[src/twra_pkg.sv]
`timescale 1ns / 1ps

package twra_pkg;

   // Fixed field widths.
   localparam int DATA_W  = 64;
   localparam int INDEX_W = 11;
   localparam int FUNC_W  = 2;

   // Positions run up to the largest element count plus one.
   localparam int POS_W = 17;
   // Tree walk cursor, wide enough to step past the last node.
   localparam int WALK_W = POS_W + 1;

   // Reset value of the element count register.
   localparam logic [INDEX_W-1:0] ELEM_COUNT_RESET = 11'd1024;

   // Request function codes.
   localparam logic [FUNC_W-1:0] FUNC_CLEAR = 2'd0;
   localparam logic [FUNC_W-1:0] FUNC_LOAD  = 2'd1;
   localparam logic [FUNC_W-1:0] FUNC_ADD   = 2'd2;
   localparam logic [FUNC_W-1:0] FUNC_QUERY = 2'd3;

   // Work queue between the front and back parts.
   localparam int QUEUE_DEPTH = 2;
   localparam int QPTR_W      = 1;
   localparam int QCNT_W      = 2;

   // Work kinds handed from the front to the back.
   typedef enum logic [2:0] {
      JOB_CLEAR,
      JOB_LOAD,
      JOB_ADD,
      JOB_QUERY,
      JOB_QZERO
   } job_kind_type;

   typedef struct packed {
      job_kind_type      kind;
      logic [POS_W-1:0]  lo;
      logic [POS_W-1:0]  hi;
      logic [DATA_W-1:0] value;
      logic [DATA_W-1:0] slope;
      logic [DATA_W-1:0] op;
   } job_type;

endpackage

[src/twra_queue.sv]
`timescale 1ns / 1ps

module twra_queue (
   input  logic              clock,
   input  logic              reset,
   input  logic              push,
   input  twra_pkg::job_type push_job,
   input  logic              pop,
   output twra_pkg::job_type head_job,
   output logic              full,
   output logic              empty
);

   twra_pkg::job_type                   slot_ff [twra_pkg::QUEUE_DEPTH];
   logic [twra_pkg::QPTR_W-1:0]         wr_ptr_ff;
   logic [twra_pkg::QPTR_W-1:0]         rd_ptr_ff;
   logic [twra_pkg::QCNT_W-1:0]         count_ff;
   logic                                do_push;
   logic                                do_pop;

   assign full     = (count_ff == twra_pkg::QCNT_W'(twra_pkg::QUEUE_DEPTH));
   assign empty    = (count_ff == '0);
   assign do_push  = push && !full;
   assign do_pop   = pop && !empty;
   assign head_job = slot_ff[rd_ptr_ff];

   // Slot storage.
   always_ff @(posedge clock) begin
      if (do_push) begin
         slot_ff[wr_ptr_ff] <= push_job;
      end
   end

   // Pointers and fill count.
   always_ff @(posedge clock) begin
      if (reset) begin
         wr_ptr_ff <= '0;
         rd_ptr_ff <= '0;
         count_ff  <= '0;
      end else begin
         if (do_push) begin
            wr_ptr_ff <= wr_ptr_ff + 1'b1;
         end
         if (do_pop) begin
            rd_ptr_ff <= rd_ptr_ff + 1'b1;
         end
         if (do_push && !do_pop) begin
            count_ff <= count_ff + 1'b1;
         end else if (do_pop && !do_push) begin
            count_ff <= count_ff - 1'b1;
         end
      end
   end

endmodule

[config.mk]
export PLATFORM = sky130hd
export DESIGN_NAME = twra_queue
export DESIGN_NICKNAME = d
export VERILOG_FILES = /design/src/twra_pkg.sv /design/src/twra_queue.sv
export SDC_FILE = /design/constraint.sdc
export NUM_CORES = 1
export LEC_CHECK = 0
export ABC_AREA = 1
export BUFFER_PORTS_ARGS = -buffer_cell sky130_fd_sc_hd__buf_2
export CORE_ASPECT_RATIO = 0.9
export CORE_MARGIN = 2
export CORE_UTILIZATION = 51
export DETAILED_ROUTE_END_ITERATION = 12
export PLACE_DENSITY_LB_ADDON = 0.25
export SLEW_MARGIN = 40
export SYNTH_ARGS = -nofsm -noshare
export SYNTH_HDL_FRONTEND = slang
export SYNTH_SLANG_ARGS = --single-unit
[constraint.sdc]
create_clock -name clock -period 13.4 [get_ports clock]
set_input_delay 0.67 -clock clock [delete_from_list [all_inputs] [get_ports clock]]
set_output_delay 0.67 -clock clock [all_outputs]
set_load 0.01 [all_outputs]
==> flow_metrics.py, run 1 <==
metrics = {
    "clocking": {
        "ctsHoldBuffers": 0,
        "clk_path_buf_depth": 3,
        "clkTransAtPathRegs_ns": 0.06,
        "clockRootBuffer": "clkbuf_16",
        "cts_resized": 0,
        "htree_levels": 2,
        "cts_buffers": 47,
        "cts.sinks": 463,
        "cts_tree": "done",
        "clk_latency_ns": 0.55,
        "cts_setup_buffers": 0,
    },
    "cells_and_area": {
        "nFillCells": 2320,
        "drive_gt1_share_pct": 60.17,
        "num-nets-final": 1480,
        "area_growth_pct": 24.86,
    },
    "synth": {
        "yosysMostFrequentCell": "edfxtp_1",
        "syn-num-nets": 983,
        "ys_seq_area_share_pct": 82.23,
        "synth_top_area_share_pct": 81.64,
        "syn_avg_cell_area_sq_um": 22.49,
        "synth-async-reset-ratio_pct": 0,
        "synth.largest_area_cell": "edfxtp_1",
        "synth_edf_count": 458,
        "yosysUniqueCellTypes": 15,
        "synth_area_leaders": "edfxtp_1 (82%), mux2_2 (15%), buf_6 (1.5%)",
        "synth_common_cells": "edfxtp_1 (458), mux2_2 (229), buf_6 (23), inv_1 (9), nor2_1 (9)",
        "ys.flop_type": "edfxtp_1",
        "netlist_area_sq_mm": 0.01685,
        "syn_inst": 749,
        "yosysWarningCount": 0,
        "ys_ff_latch": 463,
    },
    "job": {
        "drv_cap": 0,
    },
    "sta": {
        "whs_ns": 0.3088,
        "rsz0062_at_grt": "no",
        "fin_setup_tns_ns": 0,
        "drv_slew": 0,
        "finalClockSkew_ns": 0.01074,
        "setup_viol": 0,
        "tightest_slew_ns": 0.8072,
        "min_period_over_period_pct": 24.35,
        "fmax_mhz": 306.5,
        "relSlewSlack_pct": 45.62,
        "fin_crit_ns": 3.262,
        "finalHoldViolations": 0,
    },
    "drt": {
        "drtIter0Drc": 439,
        "vias": 8749,
        "wirelength_um": 34990,
        "drc": 0,
        "via_per_inst": 5.119,
        "first_pass_iters": 4,
        "post_drt_wl_per_cell_um": 20.47,
        "ant_nets": 0,
    },
    "floorplan": {
        "die_area_sq_mm": 0.03450,
        "pin_count": 464,
        "die_w_um": 195.6,
        "die_y_um": 176.4,
        "num_rows": 63,
        "core_area_sq_mm": 0.03271,
        "start_util_pct": 51.50,
    },
    "power": {
        "p_total_uw": 3955,
        "vdd_drop_max_uv": 144.9,
        "p_per_area_mw_per_mm2": 188.0,
        "total_leakage_power_uw": 0.007839,
    },
    "worst_setup_path": {
        "cp-end-kind": "output pin",
        "critPathKind": "reg2out",
        "critical_path_arrival_ns": 2.59,
        "required_ns": 12.73,
        "cp_num_buf_inv": 3,
        "worstPathCellList": "buf_12 -> buf_6 -> mux2_2 -> buf_2",
        "timing.rr.start": "count_ff[0]",
        "critical-path-top-delay-family": "buffers and inverters",
        "cp_slowest_cell": "buf_6",
        "worstPathMaxFanout": 76,
        "max_stage_delay_ns": 0.55,
        "startpoint_type": "flip-flop",
    },
    "outcome": {
        "status": "finished, final reports clean",
    },
    "min_path": {
        "hold_start": "push_job[132]",
        "hold_path.class": "in2reg",
    },
    "global_routing": {
        "grt_pass1_wl_um": 50860,
        "grt_overflow": 0,
        "grt_usage_pct": 19.55,
        "grt_start_max_net_pins": 82,
        "grt_pass1_vias": 9145,
        "antenna_found_initial": 14,
    },
    "place": {
        "routabilityCongestion": 0.7377,
        "dp_hpwl_um": 23300,
        "portBuffers": 463,
    },
}
[cell families after synthesis]
logic type / Yosys count / synth area share, %
and+or+nand+nor: 16 / 0.3936
adders and majority gates: 1 / 0.07426
buffers and inverters: 34 / 1.812
DFF: 463 / 82.23
muxes: 229 / 15.31
AOI/OAI and AO/OA: 6 / 0.1782
[path summary, 6_finish.rpt]
check,endpoint,slack (ns),cells after the start
hold reg to reg,wr_ptr_ff,0.55,2
hold / removal,slot_ff[0][132],0.31,1
setup / recovery,head_job[17],10.14,4
setup reg to reg,slot_ff[0][194],10.71,4
[worst reg2reg max path, stage by stage, from the launching register on]
cell     delay [ns]
dfxtp_1        0.44
o21ai_0        0.33
nor2_4         0.19
buf_6          0.59
buf_6          0.71
[power breakdown]
group / leakage (uW) / switching [uW] / total (uW) / internal [uW]
combinational: 0.00281 / 482 / 856 / 375
sequential: 0.00431 / 48.9 / 1880 / 1830
clock: 0.000714 / 508 / 1220 / 709
[routing by layer]
layer  vias up  GRT usage, %  part of all wire (%)
li1       3992             -                     -
met1      4318         22.15                    37
met2       357         33.68                    50
met3        72         7.717                    10
met4        10         7.188                   2.7
met5         -             0                  0.16
[cell type report]
cell class / count / area (sq um) / share of cell area [%]
sequential: 463 / 13860 / 65.88
tap: 422 / 528.0 / 2.510
clock inverter: 28 / 222.7 / 1.059
inverter: 9 / 33.78 / 0.1606
timing repair buffer: 473 / 2447 / 11.64
multi-input combinational: 252 / 2703 / 12.85
antenna: 9 / 22.52 / 0.1071
clock buffer: 53 / 1220 / 5.800
[metrics by stage]
stage / std cells / util, % / area (sq um) / setup slack [ns]
after global placement: 1617 / 59.61 / 19500 / 9.962
after CTS: 1700 / 64.23 / 21010 / 10.11
after floorplan: 749 / - / 16850 / 2.263
after detailed placement: 1619 / 59.82 / 19570 / 10.44
after global routing: 1707 / 64.28 / 21030 / 9.999
final: 1709 / 64.30 / 21030 / 10.14
[cell usage in the layout (no fill, tap or decap)]
cell type	n
inv_6	2
ha_1	1
o21ai_0	5
a21oi_1	1
bufinv_16	3
nand4_1	1
nand2_1	4
buf_2	463
buf_12	2
inv_1	9
clkinv_8	1
nor2_1	7
clkinv_1	12
buf_6	8
nand3_1	1
nor2_4	2
clkbuf_16	48
clkbuf_1	5
diode_2	9
mux2_2	229
edfxtp_1	458
and2_1	1
clkinv_4	1
dfxtp_1	4
clkinv_2	9
dfxtp_4	1
[flip-flops by register name, indices dropped and copies added (netlist names), named ones only]
register,count
count_ff,2
rd_ptr_ff,1
wr_ptr_ff,1
slot_ff,458
Note: power is estimated with default switching activity, not from simulation.
==> run 2, diff against run 1 <==
- CORE_UTILIZATION: 51 -> 47
- clock period: 13.4 -> 2.9 ns (I/O delays scaled with it)
==> flow_metrics.py, run 2 (same netlist as run 1, synthesis figures left out) <==
metrics = {
    "power": {
        "p_sw_uw": 4879,
        "intPower_uw": 13670,
        "p_total_uw": 18550,
        "p_per_area_mw_per_mm2": 792.7,
        "sw_frac_of_total_pct": 26.30,
        "pwr-share-comb_pct": 23.1,
        "total_leakage_power_uw": 0.008792,
        "vdd_drop_max_uv": 589.0,
        "power.share.sequential_pct": 47.1,
        "clkPwrFrac_pct": 29.7,
    },
    "global_routing": {
        "grt_pass1_wl_um": 57210,
        "grt_start_max_net_pins": 129,
        "grt_pass1_vias": 10440,
        "grt_overflow": 0,
        "antenna_found_initial": 3,
        "grt_usage_pct": 20.15,
    },
    "min_path": {
        "hold_start": "pop",
        "hold_path.class": "in2reg",
        "hold_depth": 4,
    },
    "drt": {
        "drtIter0Drc": 417,
        "drc": 0,
        "wirelength_um": 38810,
        "vias": 9674,
        "via_per_inst": 4.888,
        "ant_nets": 0,
        "first_pass_iters": 4,
        "post_drt_wl_per_cell_um": 19.61,
    },
    "cells_and_area": {
        "finalNonFillerCells": 1979,
        "area_growth_pct": 38.93,
        "num-nets-final": 1713,
        "layout_common_cells": "buf_2 (463), edfxtp_1 (458), dlygate4sd3_1 (232), mux2_2 (229), clkbuf_16 (49)",
        "top_register": "slot_ff",
        "layout_commonest_cell": "buf_2",
        "finish.utilization_pct": 66.46,
        "top_regs": "slot_ff (458), count_ff (2)",
        "nFillCells": 2295,
        "largest_reg_flops": 458,
        "drive_gt1_share_pct": 50.83,
    },
    "worst_setup_path": {
        "timing.rr.start": "count_ff[1]",
        "critPathKind": "reg2out",
        "r2r_slack_ns": 0.91,
        "critical-path-top-delay-family": "flip-flops",
        "worstRegToRegCells": 6,
        "required_ns": 2.76,
        "timing.rr.end": "wr_ptr_ff",
        "cp_slowest_cell": "dfxtp_4",
        "startpoint_type": "flip-flop",
        "worstPathMaxFanout": 34,
        "critical_path_arrival_ns": 2.21,
        "worstPathCellList": "buf_4 -> mux2_2 -> buf_2",
        "cp-end-kind": "output pin",
        "max_stage_delay_ns": 0.70,
        "cp_num_buf_inv": 2,
    },
    "place": {
        "dp_hpwl_um": 24030,
        "dp_cells": 1668,
        "routabilityCongestion": 0.8015,
        "portBuffers": 463,
        "post-place-ws_ns": 1.068,
    },
    "sta": {
        "fin_crit_ns": 2.356,
        "fmax_mhz": 424.4,
        "rsz0062_at_grt": "no",
        "finalClockSkew_ns": 0.01386,
        "tightest_slew_ns": 0.8440,
        "drv_slew": 0,
        "min_period_over_period_pct": 81.25,
        "finalWorstSetupSlack_ns": 0.5437,
        "fin_setup_tns_ns": 0,
        "finalHoldViolations": 0,
        "setup_viol": 0,
        "relSlewSlack_pct": 43.74,
    },
    "clocking": {
        "htree_levels": 2,
        "clk_path_buf_depth": 3,
        "cts_buffers": 46,
        "clockRootBuffer": "clkbuf_16",
        "clk_latency_ns": 0.54,
        "clkTransAtPathRegs_ns": 0.05,
        "cts.sinks": 463,
        "cts_setup_buffers": 0,
        "cts_tree": "done",
    },
    "floorplan": {
        "die_area_sq_mm": 0.03738,
        "die_w_um": 203.6,
        "start_util_pct": 47.84,
        "die_y_um": 183.6,
        "core_area_sq_mm": 0.03522,
        "num_rows": 65,
        "pin_count": 464,
    },
    "outcome": {
        "status": "finished, final reports clean",
    },
    "job": {
        "drv_cap": 0,
    },
}
run 2: worst max-delay path by stage:
| stage | to | slack [ns] | depth (start not counted) |
|---|---|---|---|
| finish | head_job[132] | 0.54 | 3 |
| global route | head_job[106] | 0.43 | 3 |
| CTS | head_job[106] | 0.48 | 3 |
| detailed placement | head_job[106] | 1.07 | 3 |
| global placement | head_job[17] | 1.08 | 3 |
| floorplan | slot_ff[0][0] | -1.39 | 3 |
run 2: metal layers:
metal	track usage (%)	wire length (um)	vias to the layer above
li1	-	-	4438
met1	23.43	14760	4767
met2	35.80	19800	406
met3	6.239	3333	63
met4	6.248	917	0
met5	0	0	-
run 2: power by group through the flow:
stage / Sequential [uW] / Combinational, uW / Clock [uW]
floorplan: 8840 / 2540 / 0
finish: 8750 / 4290 / 5510
global placement: 8840 / 4040 / 0
CTS: 8740 / 4330 / 5630
global route: 8820 / 4600 / 5880
detailed placement: 8880 / 4040 / 0
run 2: timing repair:
item                      CTS  global route
hold endpoints to repair  463             0
hold buffers              232             0
gates resized for setup     0             0
run 2: area by class of cell:
cell class / instances / area [sq um] / area share [%]
clock buffer: 61 / 1271 / 5.432
sequential: 463 / 13860 / 59.22
timing repair buffer: 707 / 4817 / 20.58
antenna: 3 / 7.507 / 0.03208
tap: 469 / 586.8 / 2.507
clock inverter: 15 / 112.6 / 0.4812
multi-input combinational: 252 / 2714 / 11.60
inverter: 9 / 33.78 / 0.1443
run 2: through the flow:
stage / hold WS [ns] / cell area (sq um)
4_1_cts: 0.07535 / 23400
6_report: 0.1136 / 23400
3_3_place_gp: 0.3327 / 19690
3_5_place_dp: 0.3362 / 19690
5_1_grt: 0.1142 / 23400
2_1_floorplan: 0.2439 / 16880
run 2: worst reg2reg max path: stages (launching register included):
cell           delay [ns]
dfxtp_2              0.35
inv_2                0.06
o21ai_4              0.23
o21ai_0              0.10
dlygate4sd3_1        0.56
nor2_1               0.09
dlygate4sd3_1        0.54
