[src/twra_pkg.sv]
`timescale 1ns / 1ps

package twra_pkg;

   // Fixed field widths.
   localparam int DATA_W  = 64;
   localparam int INDEX_W = 11;
   localparam int FUNC_W  = 2;

   // Positions run up to the largest element count plus one.
   localparam int POS_W = 17;
   // Tree walk cursor, wide enough to step past the last node.
   localparam int WALK_W = POS_W + 1;

   // Reset value of the element count register.
   localparam logic [INDEX_W-1:0] ELEM_COUNT_RESET = 11'd1024;

   // Request function codes.
   localparam logic [FUNC_W-1:0] FUNC_CLEAR = 2'd0;
   localparam logic [FUNC_W-1:0] FUNC_LOAD  = 2'd1;
   localparam logic [FUNC_W-1:0] FUNC_ADD   = 2'd2;
   localparam logic [FUNC_W-1:0] FUNC_QUERY = 2'd3;

   // Work queue between the front and back parts.
   localparam int QUEUE_DEPTH = 2;
   localparam int QPTR_W      = 1;
   localparam int QCNT_W      = 2;

   // Work kinds handed from the front to the back.
   typedef enum logic [2:0] {
      JOB_CLEAR,
      JOB_LOAD,
      JOB_ADD,
      JOB_QUERY,
      JOB_QZERO
   } job_kind_type;

   typedef struct packed {
      job_kind_type      kind;
      logic [POS_W-1:0]  lo;
      logic [POS_W-1:0]  hi;
      logic [DATA_W-1:0] value;
      logic [DATA_W-1:0] slope;
      logic [DATA_W-1:0] op;
   } job_type;

endpackage

[src/twra_front.sv]
`timescale 1ns / 1ps

module twra_front (
   input  logic                         clock,
   input  logic                         reset,
   input  logic                         req_valid,
   input  logic [twra_pkg::FUNC_W-1:0]  req_func,
   input  logic [twra_pkg::INDEX_W-1:0] req_left_index,
   input  logic [twra_pkg::INDEX_W-1:0] req_right_index,
   input  logic [twra_pkg::DATA_W-1:0]  req_add_value,
   input  logic [twra_pkg::DATA_W-1:0]  req_init_slope,
   input  logic [twra_pkg::POS_W-1:0]   size_in_use,
   input  logic                         queue_full,
   input  logic                         init_busy,
   output logic                         req_stall,
   output logic                         push,
   output twra_pkg::job_type            push_job
);

   logic [twra_pkg::DATA_W-1:0] op_count_ff;
   logic [twra_pkg::DATA_W-1:0] op_count_in;
   logic [twra_pkg::POS_W-1:0]  lo_raw;
   logic [twra_pkg::POS_W-1:0]  hi_raw;
   logic [twra_pkg::POS_W-1:0]  lo_clamp;
   logic [twra_pkg::POS_W-1:0]  hi_clamp;
   logic                        accept;
   logic                        wants_back;

   assign req_stall = queue_full || init_busy;
   assign accept    = req_valid && !req_stall;

   // Clamp the interval to the elements in use.
   assign lo_raw   = twra_pkg::POS_W'(req_left_index);
   assign hi_raw   = twra_pkg::POS_W'(req_right_index);
   assign lo_clamp = (lo_raw == '0) ? twra_pkg::POS_W'(1) : lo_raw;
   assign hi_clamp = (hi_raw > size_in_use) ? size_in_use : hi_raw;

   // Classify the request and stamp it with its operation number.
   always_comb begin
      op_count_in        = op_count_ff;
      wants_back         = 1'b0;
      push_job.kind      = twra_pkg::JOB_CLEAR;
      push_job.lo        = lo_clamp;
      push_job.hi        = hi_clamp;
      push_job.value     = req_add_value;
      push_job.slope     = req_init_slope;
      push_job.op        = op_count_ff + 1'b1;
      unique case (req_func)
         twra_pkg::FUNC_CLEAR: begin
            op_count_in = '0;
            wants_back  = 1'b1;
         end
         twra_pkg::FUNC_LOAD: begin
            push_job.kind = twra_pkg::JOB_LOAD;
            push_job.lo   = lo_raw;
            wants_back    = (lo_raw != '0) && (lo_raw <= size_in_use);
         end
         twra_pkg::FUNC_ADD: begin
            op_count_in   = op_count_ff + 1'b1;
            push_job.kind = twra_pkg::JOB_ADD;
            wants_back    = (lo_clamp <= hi_clamp);
         end
         twra_pkg::FUNC_QUERY: begin
            op_count_in   = op_count_ff + 1'b1;
            push_job.kind = (lo_clamp <= hi_clamp) ? twra_pkg::JOB_QUERY
                                                   : twra_pkg::JOB_QZERO;
            wants_back    = 1'b1;
         end
         default: ;
      endcase
   end

   assign push = accept && wants_back;

   // Operation counter.
   always_ff @(posedge clock) begin
      if (reset) begin
         op_count_ff <= '0;
      end else if (accept) begin
         op_count_ff <= op_count_in;
      end
   end

endmodule

[config.mk]
export PLATFORM = sky130hd
export DESIGN_NAME = twra_front
export DESIGN_NICKNAME = d
export VERILOG_FILES = /design/src/twra_pkg.sv /design/src/twra_front.sv
export SDC_FILE = /design/constraint.sdc
export NUM_CORES = 1
export LEC_CHECK = 0
export BUFFER_PORTS_ARGS = -buffer_cell sky130_fd_sc_hd__buf_2
export CAP_MARGIN = 20
export CELL_PAD_IN_SITES_DETAIL_PLACEMENT = 0
export CELL_PAD_IN_SITES_GLOBAL_PLACEMENT = 2
export CORE_UTILIZATION = 21
export CTS_CLUSTER_SIZE = 28
export DETAILED_ROUTE_END_ITERATION = 8
export PLACE_DENSITY = 0.76
export SETUP_SLACK_MARGIN = 0.15
export SLEW_MARGIN = 20
export SYNTH_ARGS = -nofsm -noshare
export SYNTH_HDL_FRONTEND = slang
export SYNTH_SLANG_ARGS = --single-unit
[constraint.sdc]
create_clock -name clock -period 4.28 [get_ports clock]
set_clock_uncertainty 0.15 [all_clocks]
set_input_delay 0.856 -clock clock [delete_from_list [all_inputs] [get_ports clock]]
set_output_delay 0.856 -clock clock [all_outputs]
set_load 0.005 [all_outputs]
==> results.md, run 1 <==
- Worst relative slew slack: about two fifths
- Aggregate global-route resource usage: a little over an eighth
- HPWL after DPL: around 17000 um
- Share of layout cells above drive strength 1: 33.48%
- H-tree levels: 3
- CP Launch Type: input port
- Vias per cell: slightly below 5
- Post-synthesis adder-cell area fraction: ~7%
- Final period utilization: 110.4%
- Max IR drop VDD: roughly 0.00017 V
- Internal Pwr Total: between 1 and 1.5 mW
- DRC viols: 0
- Arrival time at the worst endpoint: 3.72 ns
- R2R cell count: 6
- Cell variety after synth: 64
- Clock buffer count from CTS: 9
- Sequential Area: 0.001281 mm2
- Tightest Pin Transition: 0.8858 ns
- Overall die area: between 0.03 and 0.04 mm2
- Sw frac: 27.60%
- CTS Root Cell: clkbuf_16
- Hold Path Cell Cnt: 1
- Final Slew Violations: 0
- Worst Path Required: 3.27 ns
- Fin area: a little under 0.008 mm2
- Post-synth EDFFs: 0
- Antenna fix cells: 0
- Core area: 0.03156 mm2
- Mux share of post-synthesis cell area: approximately 4.4%
- Number of port buffers: 136
- Compound-Gate Fraction of Synth Area: between 15 and 20%
- Final setup slack of the worst path: -0.4449 ns
- Die height: 181.0 um
- Setup Crit Path Kind: input port to output pin
- Largest net degree at the start of global routing: 43
- Fmax: 211.6 MHz
- Pwr/cell area: roughly 210 mW/mm2
- Post-synth top area share: around a fifth
- TritonRoute pass-1 iters: 5
- Layout net count: about 1100
- Multi-input logic area: ~0.0043 mm2
- Final wirelength: roughly 22000 um
- Share of power burned in combinational logic: 16.6%
- Mean area per synthesized cell: 7.754 um2
- DP Area: 0.007203 mm2
- Top reg by flops: op_count_ff
- XOR/XNOR Fraction of Synth Area: under 10%
- Fin crit period: 4.725 ns
- Wire length per cell: 16.77 um
- Largest stage delay, worst path: ~0.50 ns
- Status: complete, but fails checks
- R2r setup slk: approximately 1.5 ns
- Clock power frac: a little under half
- Initial Util: roughly a fifth
- ANT nets after route: 0
- WHS Endpoint: op_count_ff[49]
- Gpl congestion: approximately 0.9
- Finish-stage setup viols: 4
- Net Sw Power: 447.7 uW
- Hold_sp: op_count_ff[49]
- Most used DFF post-synth: dfxtp_1
- Post-synth top cells: 144 x buf_4, 64 x dfxtp_1, 61 x nand2_1, 52 x nor2_1, 39 x clkbuf_1
- Die W: 181.0 um
- Total Power: around 1.6 mW
- Mapped Area: 0.006730 mm2
- Final TNS setup: -1.702 ns
- Initial antenna violation count: 2
- Number of cells on the critical path: 18
- Fraction of registers with async set/reset: 0%
- Delay-heaviest family, CP: simple AND/OR/NAND/NOR gates
- Critical path buffer and inverter count: 6
- GRT overflow: 0
- Setup crit end kind: output pin
- Worst-Skew Late Latency: ~0.35 ns
- Area Growth Syn to Fin: 16.55%
- Vias in the first global route: ~6000
- Count leader, synth: buf_4
- Max-cap violation count: 0
- Register area share after synthesis: 19.04%
- Num rows: 65
- Max clock buf depth: 2
- Dominant cell type by area after synthesis: dfxtp_1
- CP Cell Sequence: buf_12 > inv_12 > ha_4 > nand4_1 > buf_4 > nor2_2 > a21o_1 > a21oi_4 > buf_6 > buf_16 > mux2i_2 > ha_1 > nand3_2 > or4_4 > o21ai_2 > a31oi_1 > a211oi_2 > buf_2
- Final-layout fill cell count: 3496
- Synth Register Bits: 64
- First-pass GRT wire length: ~34000 um
- Worst slack after detailed placement: -0.6937 ns
- Crit Reg-Reg Startpoint: op_count_ff[9]
- Post-Syn Instances: roughly 870
- Final hold violation count: 0
- Sink Count: 64
- Leakage Power: 3.424 nW
- Crit-path slowest cell: or4_4
- Clk pin slew, worst setup/hold paths: approximately 0.06 ns
- Sequential Power Share: a little under two fifths
- RSZ-0062 raised after global routing: true
- Largest cells by area after synthesis: dfxtp_1 19%, buf_4 16%, ha_1 6.9%
- Biggest regs: op_count_ff x64
- Hold/Removal Path Class: register to register
- Simple-gate area share of the yosys netlist: between 20% and 30%
- Largest family of logic cells by synthesized area: simple AND/OR/NAND/NOR gates
- Failing checks: setup timing
- Worst r2r dst: op_count_ff[49]
- Yosys warning count: 0
- DRT iter0 DRCs: around 500
- Detailed-route via count: 6292
- Max FFs per register: 64
- CTS tree: done
- Crit-path max FO: 6
- # IOs: 405
power groups by stage:
stage          combinational [mW]  clock [mW]  sequential, mW
3_3_place_gp                0.233           0           0.610
5_1_grt                     0.297       0.801           0.596
2_1_floorplan               0.223           0           0.609
3_5_place_dp                0.235           0           0.610
4_1_cts                     0.263       0.773           0.596
6_report                    0.269       0.756           0.596
cell usage in the layout (no fill, tap or decap), types with 7 or more instances in the layout:
cell type	instances
dfxtp_1	64
nor3_1	26
inv_1	20
xor2_1	27
buf_2	128
o31ai_1	14
o311ai_0	10
mux2_2	10
nand2_1	60
mux2i_1	15
buf_4	68
clkbuf_16	9
xnor2_1	35
and3_1	19
nand3_1	33
a31oi_1	17
conb_1	12
nand4_1	25
buf_6	10
a22oi_1	8
ha_4	9
a41oi_1	7
o21ai_0	28
a21o_1	7
nor2_1	49
a21oi_1	23
ha_1	28
or3_1	7
what timing repair did:
item                                    CTS  global route
setup buffers                             8             3
hold buffers                              0             0
pin swaps                                17            20
gates cloned                              1             0
endpoints found under the setup margin    4             6
gates resized for setup                  39            14
metrics by stage:
| step | cells | util [%] | hold slack (ns) |
|---|---|---|---|
| after floorplan | 879 | - | 0.3066 |
| after global placement | 1273 | 22.83 | 0.3319 |
| after detailed placement | 1273 | 22.83 | 0.3331 |
| after CTS | 1298 | 24.64 | 0.3445 |
| after global routing | 1301 | 24.86 | 0.3774 |
| final | 1301 | 24.86 | 0.3468 |
layout make-up:
| cell class | instances | area share, % |
|---|---|---|
| clock inverters | 7 | 0.9252 |
| repair buffers | 211 | 17.42 |
| clock buffers | 9 | 2.871 |
| multi-input cells | 579 | 54.36 |
| well taps | 402 | 6.413 |
| flip-flops and latches | 64 | 16.33 |
| inverters | 29 | 1.675 |
metal layers:
metal,routed length (um),vias up,GRT usage [%]
li1,-,3017,-
met1,9078,2962,15.18
met2,10730,253,22.53
met3,1306,60,3.205
met4,701,0,6.068
met5,0,-,0
kinds of logic (layout without fill, tap and decap cells):
logic type,after synthesis,after routing
flops,64,64
mux,28,28
other cells,1,12
compound gates,163,163
buf+inv,236,256
fa+ha+maj,37,37
xor+xnor,62,62
simple gates,277,277
worst max path at each step:
stage                   start   end  slack, ns
3_3_place_gp   size_in_use[2]  push      -0.65
6_report       size_in_use[2]  push      -0.44
5_1_grt        size_in_use[2]  push      -0.58
2_1_floorplan  size_in_use[2]  push      -0.10
3_5_place_dp   size_in_use[2]  push      -0.69
4_1_cts        size_in_use[2]  push      -0.47
Note: power is estimated with default switching activity, not from simulation.
==> run 2: changes to the inputs <==
--- a/config.mk
+++ b/config.mk
@@ -13,6 +13,7 @@
 export CTS_CLUSTER_SIZE = 28
 export DETAILED_ROUTE_END_ITERATION = 8
 export PLACE_DENSITY = 0.76
+export REMOVE_ABC_BUFFERS = 1
 export SETUP_SLACK_MARGIN = 0.15
 export SLEW_MARGIN = 20
 export SYNTH_ARGS = -nofsm -noshare
==> results.md, run 2 (synthesized netlist as in run 1, its figures left out) <==
- GRT overflow: 0 (unchanged)
- Sink Count: 64 (unchanged)
- Antenna fix cells: 0 (unchanged)
- TritonRoute pass-1 iters: 7 (+2)
- Area Growth Syn to Fin: 14.20%
- Gpl congestion: 0.9003 (-0.97%)
- DRT iter0 DRCs: 430 (-15%)
- Overall die area: 0.03277 mm2 (unchanged)
- Detailed-route via count: 6583 (+4.6%)
- Failing checks: setup timing
- Final wirelength: 39590 um (+82%)
- Delay-heaviest family, CP: compound AO/OA/AOI/OAI gates
- Total Power: 1.632 mW (+0.66%)
- GR Layer Usage met2: 33.14% (+11 points)
- Leakage Power: 3.364 nW (-1.7%)
- Aggregate global-route resource usage: 23.72% (+11 points)
- CP most frequent cell: a21oi_2
- Pwr/cell area: 212.4 mW/mm2 (+2.7%)
- Crit-path max FO: 7 (+1)
- Biggest regs: op_count_ff x64
- ANT nets after route: 0 (unchanged)
- Vias per cell: 5.083 (+5.1%)
- Initial antenna violation count: 0 (-2)
- Most common cell after layout, fill and taps aside: buf_2
- Largest net degree at the start of global routing: 35 (-19%)
- Clock buffer count from CTS: 9 (unchanged)
- Final period utilization: 112.8% (+2.5 points)
- CTS Hold Buffers Added: 0 (unchanged)
- Max IR drop VDD: 0.0001945 V (+16%)
- Worst relative slew slack: 38.92% (-2.0 points)
- Final setup slack of the worst path: -0.5500 ns (-0.1051 ns)
- GRT busiest layer: met2
- Arrival time at the worst endpoint: 3.82 ns (+0.10 ns)
- Commonest non-fill, non-tap cells in the layout: 131 x buf_2, 65 x buf_4, 64 x dfxtp_1, 61 x nand2_1, 49 x nor2_1
- Share of layout cells above drive strength 1: 31.80% (-1.7 points)
- Die W: 181.0 um (unchanged)
- Setup Crit Path Kind: input port to output pin
- Wire length per cell: 30.57 um (+82%)
- Max FFs per register: 64 (unchanged)
- Vias in the first global route: 6171 (+2.5%)
- Max clock buf depth: 2 (unchanged)
- Tightest Pin Transition: 0.9141 ns (+0.02823 ns)
- Top reg by flops: op_count_ff
- Placed Instances: 1275 (+0.16%)
- Layout Cells excl Fill: 1295 (-0.46%)
- CTS Root Cell: clkbuf_16
- Final Slew Violations: 0 (unchanged)
- Setup crit end kind: output pin
- Met1 usage: 21.81% (+6.6 points)
- Layout net count: 1099 (-0.54%)
- H-tree levels: 3 (unchanged)
- HPWL after DPL: 33510 um (+100%)
- Fmax: 207.0 MHz (-2.2%)
- Final-layout fill cell count: 3558 (+1.8%)
- Core area: 0.03156 mm2 (unchanged)
- Finish-stage setup viols: 4 (unchanged)
- Status: complete, but fails checks
- Fin crit period: 4.830 ns (+0.1051 ns)
- Hold_ws: 0.3450 ns (-0.001729 ns)
- Clk pin slew, worst setup/hold paths: 0.05 ns (about the same)
- Num rows: 65 (unchanged)
- Worst-Skew Late Latency: 0.35 ns (about the same)
- CP Cell Sequence: buf_6 > ha_4 > a211oi_4 > o221ai_2 > a21oi_2 > a21oi_2 > buf_4 > buf_12 > mux2i_2 > ha_1 > nand4_1 > or4_4 > o21ai_2 > a31oi_1 > a211oi_1 > buf_2
- Max-cap violation count: 0 (unchanged)
- DRC viols: 0 (unchanged)
- # IOs: 405 (unchanged)
- Worst Path Required: 3.27 ns (about the same)
- Initial Util: 21.33% (unchanged)
- Final hold violation count: 0 (unchanged)
- Critical path buffer and inverter count: 4 (-2)
- RSZ-0062 raised after global routing: true
- First-pass GRT wire length: 53160 um (+57%)
- Largest stage delay, worst path: 0.58 ns (+0.08 ns)
- GR Layer Usage met3: 27.51% (+24 points)
- Number of port buffers: 136 (unchanged)
- CP Launch Type: input port
- Hold/Removal Path Class: register to register
- Worst slack after detailed placement: -0.7120 ns (-0.01827 ns)
- Die height: 181.0 um (unchanged)
- Crit-path slowest cell: or4_4
- CTS tree: done
[run 2: metrics by stage]
step	utilization, %	instance area [um2]	TNS [ns]
CTS	24.12	7611	-1.873
finish	24.36	7686	-1.788
floorplan	-	5424	-4.314
global placement	22.69	7159	-2.213
global route	24.36	7686	-2.400
detailed placement	22.69	7159	-2.406
[run 2: routing by layer]
metal  vias up  wire (um)
li1       3014          -
met1      2989      12780
met2       532      15890
met3        34       9786
met4        14        622
met5         -        510
[run 2: area by class of cell]
class                   instances  area, um2  share of cell area (%)
flip-flops and latches         64       1281                   16.67
repair buffers                205       1279                   16.64
multi-input cells             579       4208                   54.75
clock inverters                 7      78.83                   1.026
inverters                      29      111.4                   1.449
clock buffers                   9      225.2                   2.930
well taps                     402      503.0                   6.544
[run 2: path summary, 6_finish.rpt]
| check | start | slack (ns) | cells past startpoint | end |
|---|---|---|---|---|
| min | op_count_ff[49] | 0.35 | 1 | op_count_ff[49] |
| max | req_right_index[2] | -0.55 | 16 | push |
| max reg2reg | op_count_ff[2] | 1.56 | 6 | op_count_ff[35] |
| min reg2reg | op_count_ff[49] | 0.35 | 1 | op_count_ff[49] |
[run 2: report_power, final]
group	total, mW	internal (mW)	switching (mW)
sequential	0.596	0.596	0.000397
combinational	0.259	0.122	0.137
clock	0.777	0.457	0.320
[run 2: what timing repair did]
action	4_1_cts	5_1_grt
pin swaps	19	16
setup endpoints to repair	4	5
setup buffers	4	1
gates cloned	0	0
resized for setup	24	16
[run 2: worst register-to-register path: stages, from the launching register on]
cell	delay, ns
dfxtp_1	0.48
nand3_1	0.36
nor4_4	0.56
and3_1	0.52
buf_4	0.21
nand3_1	0.12
o31ai_1	0.24
